## config.mk

```make
export PLATFORM = sky130hd
export DESIGN_NAME = primality_test_64bit
export DESIGN_NICKNAME = d
export VERILOG_FILES = /design/src/rtl/pt64_pkg.sv /design/src/rtl/pt64_modmul.sv /design/src/rtl/primality_test_64bit.sv
export SDC_FILE = /design/constraint.sdc
export NUM_CORES = 2
export LEC_CHECK = 0
export BUFFER_PORTS_ARGS = -buffer_cell sky130_fd_sc_hd__buf_2
export CAP_MARGIN = 20
export CORE_ASPECT_RATIO = 1.75
export CORE_UTILIZATION = 35
export CTS_CLUSTER_SIZE = 28
export DETAILED_ROUTE_END_ITERATION = 8
export SLEW_MARGIN = 20
export SYNTH_ARGS = -nofsm -noshare
export SYNTH_HDL_FRONTEND = slang
export SYNTH_SLANG_ARGS = --single-unit
export TNS_END_PERCENT = 30
```

## constraint.sdc

```tcl
create_clock -name clk -period 11.9 [get_ports clk]
set_input_delay 1.19 -clock clk [delete_from_list [all_inputs] [get_ports clk]]
set_output_delay 1.19 -clock clk [all_outputs]
set_load 0.1 [all_outputs]
```

## src/rtl/pt64_pkg.sv

```systemverilog
// ----------------------------------------------------------------------------
// pt64_pkg
// shared types and constants for the 64-bit primality tester
// ----------------------------------------------------------------------------
package pt64_pkg;

    localparam int TRIAL_LIMIT_DEFAULT   = 100;
    localparam int WITNESS_COUNT_DEFAULT = 12;
    localparam int VALUE_WIDTH_DEFAULT   = 64;

    localparam int BASE_COUNT = 12;
    localparam int BASE_IDX_W = 4;
    localparam int BASE_W     = 6;

    localparam logic [BASE_W-1:0] WITNESS_BASES [BASE_COUNT] =
        '{6'd2, 6'd3, 6'd5, 6'd7, 6'd11, 6'd13, 6'd17, 6'd19, 6'd23, 6'd29, 6'd31, 6'd37};

    typedef enum logic [3:0] {
        ST_IDLE,
        ST_TRIAL_CHK,
        ST_TRIAL_DIV,
        ST_MR_START,
        ST_MR_RED,
        ST_MR_SPLIT,
        ST_POW_CHK,
        ST_POW_MUL,
        ST_POW_SQ,
        ST_MR_CHK0,
        ST_SQ_CHK,
        ST_SQ_WAIT,
        ST_NEXT_W,
        ST_FINISH
    } pt64_state_t;

endpackage

```

## src/rtl/pt64_modmul.sv

```systemverilog
// ----------------------------------------------------------------------------
// pt64_modmul
// bit-serial modular multiplier, one multiplier bit per cycle
// ----------------------------------------------------------------------------
module pt64_modmul
    import pt64_pkg::*;
#(
    parameter int VALUE_WIDTH = VALUE_WIDTH_DEFAULT
)
(
    input  logic                   clk,
    input  logic                   rst_n,
    input  logic                   start,
    input  logic [VALUE_WIDTH-1:0] op_a,
    input  logic [VALUE_WIDTH-1:0] op_b,
    input  logic [VALUE_WIDTH-1:0] modulus,
    output logic                   done,
    output logic [VALUE_WIDTH-1:0] product
);

    localparam int BW = $clog2(VALUE_WIDTH);

    logic [VALUE_WIDTH-1:0] acc_reg, acc_next;
    logic [VALUE_WIDTH-1:0] a_reg;
    logic [VALUE_WIDTH-1:0] b_reg;
    logic [VALUE_WIDTH-1:0] m_reg;
    logic [BW-1:0]          cnt_reg;
    logic                   busy_reg;
    logic                   done_reg;
    logic [VALUE_WIDTH-1:0] dbl;

    function automatic logic [VALUE_WIDTH-1:0] add_mod(
        input logic [VALUE_WIDTH-1:0] x,
        input logic [VALUE_WIDTH-1:0] y,
        input logic [VALUE_WIDTH-1:0] m
    );
        logic [VALUE_WIDTH-1:0] gap;
        gap = m - y;
        add_mod = (x >= gap) ? (x - gap) : (x + y);
    endfunction

    always_comb
    begin
        dbl      = add_mod(acc_reg, acc_reg, m_reg);
        acc_next = b_reg[VALUE_WIDTH-1] ? add_mod(dbl, a_reg, m_reg) : dbl;
    end

    always_ff @(posedge clk or negedge rst_n)
    begin
        if (!rst_n)
        begin
            busy_reg <= 1'b0;
            done_reg <= 1'b0;
            cnt_reg  <= '0;
        end
        else
        begin
            done_reg <= 1'b0;
            if (start)
            begin
                busy_reg <= 1'b1;
                cnt_reg  <= BW'(VALUE_WIDTH - 1);
            end
            else if (busy_reg)
            begin
                if (cnt_reg == '0)
                begin
                    busy_reg <= 1'b0;
                    done_reg <= 1'b1;
                end
                else
                begin
                    cnt_reg <= cnt_reg - 1'b1;
                end
            end
        end
    end

    always_ff @(posedge clk)
    begin
        if (start)
        begin
            acc_reg <= '0;
            a_reg   <= op_a;
            b_reg   <= op_b;
            m_reg   <= modulus;
        end
        else if (busy_reg)
        begin
            acc_reg <= acc_next;
            b_reg   <= {b_reg[VALUE_WIDTH-2:0], 1'b0};
        end
    end

    assign done    = done_reg;
    assign product = acc_reg;

endmodule

```

## src/rtl/primality_test_64bit.sv

```systemverilog
// ----------------------------------------------------------------------------
// primality_test_64bit
// deterministic primality test: trial division, then twelve-base miller-rabin
// ----------------------------------------------------------------------------
// miller-rabin run time is set by the bit-serial modular multiplier
// (one multiplier bit per cycle, one product at a time)
// throughput: one item at a time; a new transfer is taken once the prior ends
// reset: asynchronous active low, clears the sequencer and output valid
// ----------------------------------------------------------------------------
module primality_test_64bit
    import pt64_pkg::*;
#(
    parameter int TRIAL_LIMIT   = TRIAL_LIMIT_DEFAULT,
    parameter int WITNESS_COUNT = WITNESS_COUNT_DEFAULT,
    parameter int VALUE_WIDTH   = VALUE_WIDTH_DEFAULT
)
(
    input  logic                   clk,
    input  logic                   rst_n,
    input  logic                   in_valid,
    output logic                   in_stall,
    input  logic [VALUE_WIDTH-1:0] candidate,
    output logic                   out_valid,
    input  logic                   out_stall,
    output logic [VALUE_WIDTH-1:0] tested_value,
    output logic                   prime_flag
);

    localparam int PW = $clog2(TRIAL_LIMIT + 1);
    localparam int BW = $clog2(VALUE_WIDTH);
    localparam int CW = (2 * PW > VALUE_WIDTH) ? 2 * PW : VALUE_WIDTH;

    pt64_state_t state_reg, state_next;

    logic [VALUE_WIDTH-1:0] n_reg, n_next;
    logic [PW-1:0]          p_reg, p_next;
    logic [PW-1:0]          r_reg, r_next;
    logic [BW-1:0]          bit_reg, bit_next;
    logic [VALUE_WIDTH-1:0] b_reg, b_next;
    logic [VALUE_WIDTH-1:0] d_reg, d_next;
    logic [VALUE_WIDTH-1:0] acc_reg, acc_next;
    logic [BW-1:0]          twos_reg, twos_next;
    logic [BW-1:0]          i_reg, i_next;
    logic [BASE_IDX_W-1:0]  w_reg, w_next;
    logic                   flag_reg, flag_next;
    logic                   out_valid_reg;
    logic [VALUE_WIDTH-1:0] out_value_reg;
    logic                   out_flag_reg;

    logic                   in_xfer;
    logic                   out_free;
    logic [2*PW-1:0]        p_sq;
    logic                   sq_above;
    logic [PW:0]            r_shift;
    logic [PW-1:0]          r_mod;
    logic [VALUE_WIDTH-1:0] n_minus_one;
    logic                   last_w;

    logic                   mul_start;
    logic [VALUE_WIDTH-1:0] mul_a;
    logic [VALUE_WIDTH-1:0] mul_b;
    logic                   mul_done;
    logic [VALUE_WIDTH-1:0] mul_prod;

    pt64_modmul #(
        .VALUE_WIDTH (VALUE_WIDTH)
    ) u_modmul (
        .clk     (clk),
        .rst_n   (rst_n),
        .start   (mul_start),
        .op_a    (mul_a),
        .op_b    (mul_b),
        .modulus (n_reg),
        .done    (mul_done),
        .product (mul_prod)
    );

    assign in_stall    = (state_reg != ST_IDLE);
    assign in_xfer     = in_valid && !in_stall;
    assign out_free    = !out_valid_reg || !out_stall;
    assign p_sq        = {{PW{1'b0}}, p_reg} * {{PW{1'b0}}, p_reg};
    assign sq_above    = CW'(p_sq) > CW'(n_reg);
    assign r_shift     = {r_reg, n_reg[bit_reg]};
    assign r_mod       = (r_shift >= {1'b0, p_reg}) ? PW'(r_shift - {1'b0, p_reg})
                                                    : PW'(r_shift);
    assign n_minus_one = n_reg - 1'b1;
    assign last_w      = (w_reg == BASE_IDX_W'(WITNESS_COUNT - 1));

    // next state
    always_comb
    begin
        state_next = state_reg;
        case (state_reg)
            ST_IDLE:
            begin
                if (in_xfer)
                begin
                    state_next = (candidate < VALUE_WIDTH'(2)) ? ST_FINISH : ST_TRIAL_CHK;
                end
            end
            ST_TRIAL_CHK:
            begin
                if (p_reg == PW'(TRIAL_LIMIT))
                begin
                    state_next = ST_MR_START;
                end
                else if (sq_above)
                begin
                    state_next = ST_FINISH;
                end
                else
                begin
                    state_next = ST_TRIAL_DIV;
                end
            end
            ST_TRIAL_DIV:
            begin
                if (bit_reg == '0)
                begin
                    state_next = (r_mod == '0) ? ST_FINISH : ST_TRIAL_CHK;
                end
            end
            ST_MR_START: state_next = ST_MR_RED;
            ST_MR_RED:
            begin
                if (b_reg < n_reg)
                begin
                    state_next = (b_reg == '0) ? ST_NEXT_W : ST_MR_SPLIT;
                end
            end
            ST_MR_SPLIT:
            begin
                if (d_reg[0])
                begin
                    state_next = ST_POW_CHK;
                end
            end
            ST_POW_CHK:
            begin
                if (d_reg == '0)
                begin
                    state_next = ST_MR_CHK0;
                end
                else
                begin
                    state_next = d_reg[0] ? ST_POW_MUL : ST_POW_SQ;
                end
            end
            ST_POW_MUL:
            begin
                if (mul_done)
                begin
                    state_next = ST_POW_SQ;
                end
            end
            ST_POW_SQ:
            begin
                if (mul_done)
                begin
                    state_next = ST_POW_CHK;
                end
            end
            ST_MR_CHK0:
            begin
                if (acc_reg == VALUE_WIDTH'(1) || acc_reg == n_minus_one)
                begin
                    state_next = ST_NEXT_W;
                end
                else
                begin
                    state_next = ST_SQ_CHK;
                end
            end
            ST_SQ_CHK:
            begin
                state_next = (i_reg < twos_reg) ? ST_SQ_WAIT : ST_FINISH;
            end
            ST_SQ_WAIT:
            begin
                if (mul_done)
                begin
                    state_next = (mul_prod == n_minus_one) ? ST_NEXT_W : ST_SQ_CHK;
                end
            end
            ST_NEXT_W:   state_next = last_w ? ST_FINISH : ST_MR_START;
            ST_FINISH:
            begin
                if (out_free)
                begin
                    state_next = ST_IDLE;
                end
            end
            default:     state_next = ST_IDLE;
        endcase
    end

    // datapath and multiplier control
    always_comb
    begin
        n_next    = n_reg;
        p_next    = p_reg;
        r_next    = r_reg;
        bit_next  = bit_reg;
        b_next    = b_reg;
        d_next    = d_reg;
        acc_next  = acc_reg;
        twos_next = twos_reg;
        i_next    = i_reg;
        w_next    = w_reg;
        flag_next = flag_reg;
        mul_start = 1'b0;
        mul_a     = acc_reg;
        mul_b     = b_reg;
        case (state_reg)
            ST_IDLE:
            begin
                if (in_xfer)
                begin
                    n_next    = candidate;
                    p_next    = PW'(2);
                    flag_next = 1'b0;
                end
            end
            ST_TRIAL_CHK:
            begin
                r_next    = '0;
                bit_next  = BW'(VALUE_WIDTH - 1);
                w_next    = '0;
                flag_next = sq_above;
            end
            ST_TRIAL_DIV:
            begin
                r_next   = r_mod;
                bit_next = bit_reg - 1'b1;
                if (bit_reg == '0)
                begin
                    p_next    = p_reg + 1'b1;
                    flag_next = (CW'(n_reg) == CW'(p_reg));
                end
            end
            ST_MR_START:
            begin
                b_next = VALUE_WIDTH'(WITNESS_BASES[w_reg]);
            end
            ST_MR_RED:
            begin
                if (b_reg >= n_reg)
                begin
                    b_next = b_reg - n_reg;
                end
                d_next    = n_minus_one;
                twos_next = '0;
            end
            ST_MR_SPLIT:
            begin
                if (!d_reg[0])
                begin
                    d_next    = {1'b0, d_reg[VALUE_WIDTH-1:1]};
                    twos_next = twos_reg + 1'b1;
                end
                acc_next = VALUE_WIDTH'(1);
            end
            ST_POW_CHK:
            begin
                if (d_reg != '0)
                begin
                    mul_start = 1'b1;
                    mul_a     = d_reg[0] ? acc_reg : b_reg;
                end
                i_next = BW'(1);
            end
            ST_POW_MUL:
            begin
                if (mul_done)
                begin
                    acc_next  = mul_prod;
                    mul_start = 1'b1;
                    mul_a     = b_reg;
                end
            end
            ST_POW_SQ:
            begin
                if (mul_done)
                begin
                    b_next = mul_prod;
                    d_next = {1'b0, d_reg[VALUE_WIDTH-1:1]};
                end
            end
            ST_SQ_CHK:
            begin
                if (i_reg < twos_reg)
                begin
                    mul_start = 1'b1;
                    mul_b     = acc_reg;
                end
                flag_next = 1'b0;
            end
            ST_SQ_WAIT:
            begin
                if (mul_done)
                begin
                    acc_next = mul_prod;
                    i_next   = i_reg + 1'b1;
                end
            end
            ST_NEXT_W:
            begin
                w_next    = w_reg + 1'b1;
                flag_next = 1'b1;
            end
            default:
            begin
            end
        endcase
    end

    always_ff @(posedge clk or negedge rst_n)
    begin
        if (!rst_n)
        begin
            state_reg     <= ST_IDLE;
            out_valid_reg <= 1'b0;
        end
        else
        begin
            state_reg <= state_next;
            if (state_reg == ST_FINISH && out_free)
            begin
                out_valid_reg <= 1'b1;
            end
            else if (!out_stall)
            begin
                out_valid_reg <= 1'b0;
            end
        end
    end

    always_ff @(posedge clk)
    begin
        n_reg    <= n_next;
        p_reg    <= p_next;
        r_reg    <= r_next;
        bit_reg  <= bit_next;
        b_reg    <= b_next;
        d_reg    <= d_next;
        acc_reg  <= acc_next;
        twos_reg <= twos_next;
        i_reg    <= i_next;
        w_reg    <= w_next;
        flag_reg <= flag_next;
        if (state_reg == ST_FINISH && out_free)
        begin
            out_value_reg <= n_reg;
            out_flag_reg  <= flag_reg;
        end
    end

    assign out_valid    = out_valid_reg;
    assign tested_value = out_value_reg;
    assign prime_flag   = out_flag_reg;

endmodule

```

==> out/metrics.yaml <==
synthesis:
  synthFlopType: "edfxtp_1"
  synth_top_area_cell: "edfxtp_1"
  synth_warnings: 0
  syn_inst: 5914
  async_flop_share_pct: 2.07
  syn-cell-area_um2: 53400
  ys_seq_area_share_pct: 34.0
  synth_top_area_share_pct: 31.0
  syn-num-nets: 6427
  synthDistinctLibCells: 116
  synth_area_leaders: "edfxtp_1, ha_1, xnor2_1, a21oi_1, o21ai_0"
  synth-seq-cells: 627
  postSynthAreaPerCell_um2: 9.02
  synth-edff-count: 550
timing:
  slew_headroom_pct: 18.5
  drv_slew: 0
  fin_crit_ps: 11160
  fmax_ghz: 0.0896
  fin_skew_ps: 52.9
  hold_ws_ps: 418
  rsz0062_at_grt: "no"
  setup_viol: 0
  fin_setup_tns_ps: 0
  tightest_slew_ps: 1210
  hold_viol_final: 0
  timing.final.crit_share_pct: 93.8
finish:
  layout_common_cells: "edfxtp_1, a21oi_1, nand2_1"
  area_growth_pct: 10.5
  stdcell_count: 8092
  final_common_cell: "edfxtp_1"
  drive_above_1_share_pct: 9.80
  num-nets-final: 6553
  final_area_um2: 59000
clock_tree:
  clk_pin_slew_ps: 80
  clkLatencyLatePin_ps: 690
  cts_tree: "built"
  cts_inserted_buffers: 55
  cts_sinks: 627
  cts.htree.levels: 2
  clock-root-buffer: "clkbuf_16"
  clk_path_buf_depth: 3
route:
  drc: 0
  postRouteAntennaNets: 0
  firstDrtPassIters: 7
  wirelength_um: 204000
  avgRoutedWirePerCell_um: 25.2
  drt_first_iter_violations: 4519
  num_vias: 47127
  via_per_inst: 5.82
worst_setup_path:
  critPathKind: "flop to flop"
  slowest_delay_ps: 560
  crit_slowest_cell: "or3_1"
  crit_arrival_ps: 11760
  crit_path_frequent_cell: "buf_4"
  reg2reg_slack_ps: 740
  worstPathRequired_ps: 12500
  path_max_fanout: 14
  r2r_end: "u_modmul.product[62]"
  startpoint_type: "flop"
  rr_worst_depth: 47
  timing.rr.start: "u_modmul.product[4]"
  crit_path_end_kind: "flop"
floorplanning:
  coreArea_um2: 151000
  start_util_pct: 35.3
  io-pin-count: 135
  die_area_um2: 154000
  fp.dieH_um: 519
  die_x_um: 297
  rows: 189
grt:
  grt_pass1_wl_um: 295000
  antenna_found_initial: 6
  gr-total-overflow: 0
  grt_use_total_pct: 25.5
  grt_max_degree: 81
  grt_pass1_vias: 46205
placed_design:
  dpl.hpwl_um: 165000
  dp_cells: 7986
  globalplace.congestion: 1.03
  portBuffers: 134
  place_area_um2: 57100
hold_path:
  hold_path_class: "primary input to async pin"
run:
  maxCapViolCount: 0
status:
  status: "completed"
==> routing by layer <==
layer	track usage (%)	wire length [µm]	part of all wire [%]	up-vias
li1	-	-	-	22106
met1	29.2	77500	38	22789
met2	44.9	99200	49	1774
met4	17.6	16500	8.1	0
met5	0	0	0	-
met3	2.08	10800	5.3	458
==> cells in the mapped netlist, drive strengths merged, types with 12 or more instances <==
library cell	number
a221oi	20
o21ai	430
xnor2	389
or4	13
inv	352
and4	13
o21a	41
maj3	18
or3	33
buf	41
mux4	20
mux2	71
nor2b	61
fa	19
a21oi	500
a21boi	23
nand4	110
nand2	490
a211oi	44
o22ai	76
a211o	14
or2	20
nor4	116
mux2i	97
and2	82
o31ai	45
ha	426
o221ai	12
xor2	206
a311oi	12
a21o	250
dfrtp	13
nor2	377
a31oi	56
o211ai	46
clkbuf	193
nand3	119
nand2b	72
dfxtp	64
edfxtp	550
o21bai	77
nor3	95
and3	50
==> worst max path at each step <==
| stage | startpoint | endpoint | slack [ps] | depth (start not counted) |
|---|---|---|---|---|
| floorplan | u_modmul.product[2] | u_modmul.product[22] | 1890 | 50 |
| global placement | u_modmul.product[4] | u_modmul.product[57] | 20 | 44 |
| detailed placement | u_modmul.product[4] | u_modmul.product[61] | -40 | 44 |
| CTS | u_modmul.product[0] | u_modmul.product[61] | 140 | 47 |
| global route | u_modmul.product[4] | u_modmul.product[62] | 40 | 50 |
| finish | u_modmul.product[4] | u_modmul.product[62] | 740 | 47 |
==> worst max-delay path: cells and delay by family (launching register included) <==
| family | cells | cell delay [ps] |
|---|---|---|
| buffers and inverters | 8 | 1430 |
| AND/OR/NAND/NOR | 13 | 3000 |
| AO/OA/AOI/OAI | 22 | 4820 |
| adder cells (fa/ha/maj) | 3 | 1120 |
| flip-flops | 1 | 490 |
| XOR/XNOR | 1 | 200 |
==> kinds of logic (layout without fill, tap and decap cells) <==
group / Yosys count / count (layout) / share of synthesized area [%]
and+or+nand+nor: 1680 / 1680 / 15.5
AOI/OAI and AO/OA: 1774 / 1774 / 21.3
buffers and inverters: 587 / 757 / 4.27
DFF: 627 / 627 / 34.0
adders and majority gates: 463 / 463 / 11.0
other: 0 / 3 / 0
xor gates and xnor gates: 595 / 595 / 9.77
muxes: 188 / 188 / 4.16
==> through the flow <==
stage	setup slack, ps	util, %
after detailed placement	-42.0	37.7
final	742	39.0
after CTS	140	38.9
after global routing	37.7	39.0
after floorplan	1890	-
after global placement	18.2	37.7
==> timing repair <==
item	4_1_cts	5_1_grt
gates cloned	0	0
pin swaps	0	1
hold buffers	0	0
endpoints found under the setup margin	2	60
gates resized for setup	1	7
hold endpoints to repair	0	0
buffers inserted	0	1
==> layout make-up <==
cell class,instances,area [µm²]
Tap cell,2005,2510
Timing Repair Buffer,303,2050
Clock buffer,66,1420
Multi-Input combinational cell,4700,33200
Sequential cell,627,18100
Clock inverter,35,367
Inverter,353,1330
Fill cell,15361,92400
Antenna cell,3,7.51
Power is left out: the tool's default activity adds up to more than one toggle a clock period on the data nets, which glitch-free logic cannot reach.
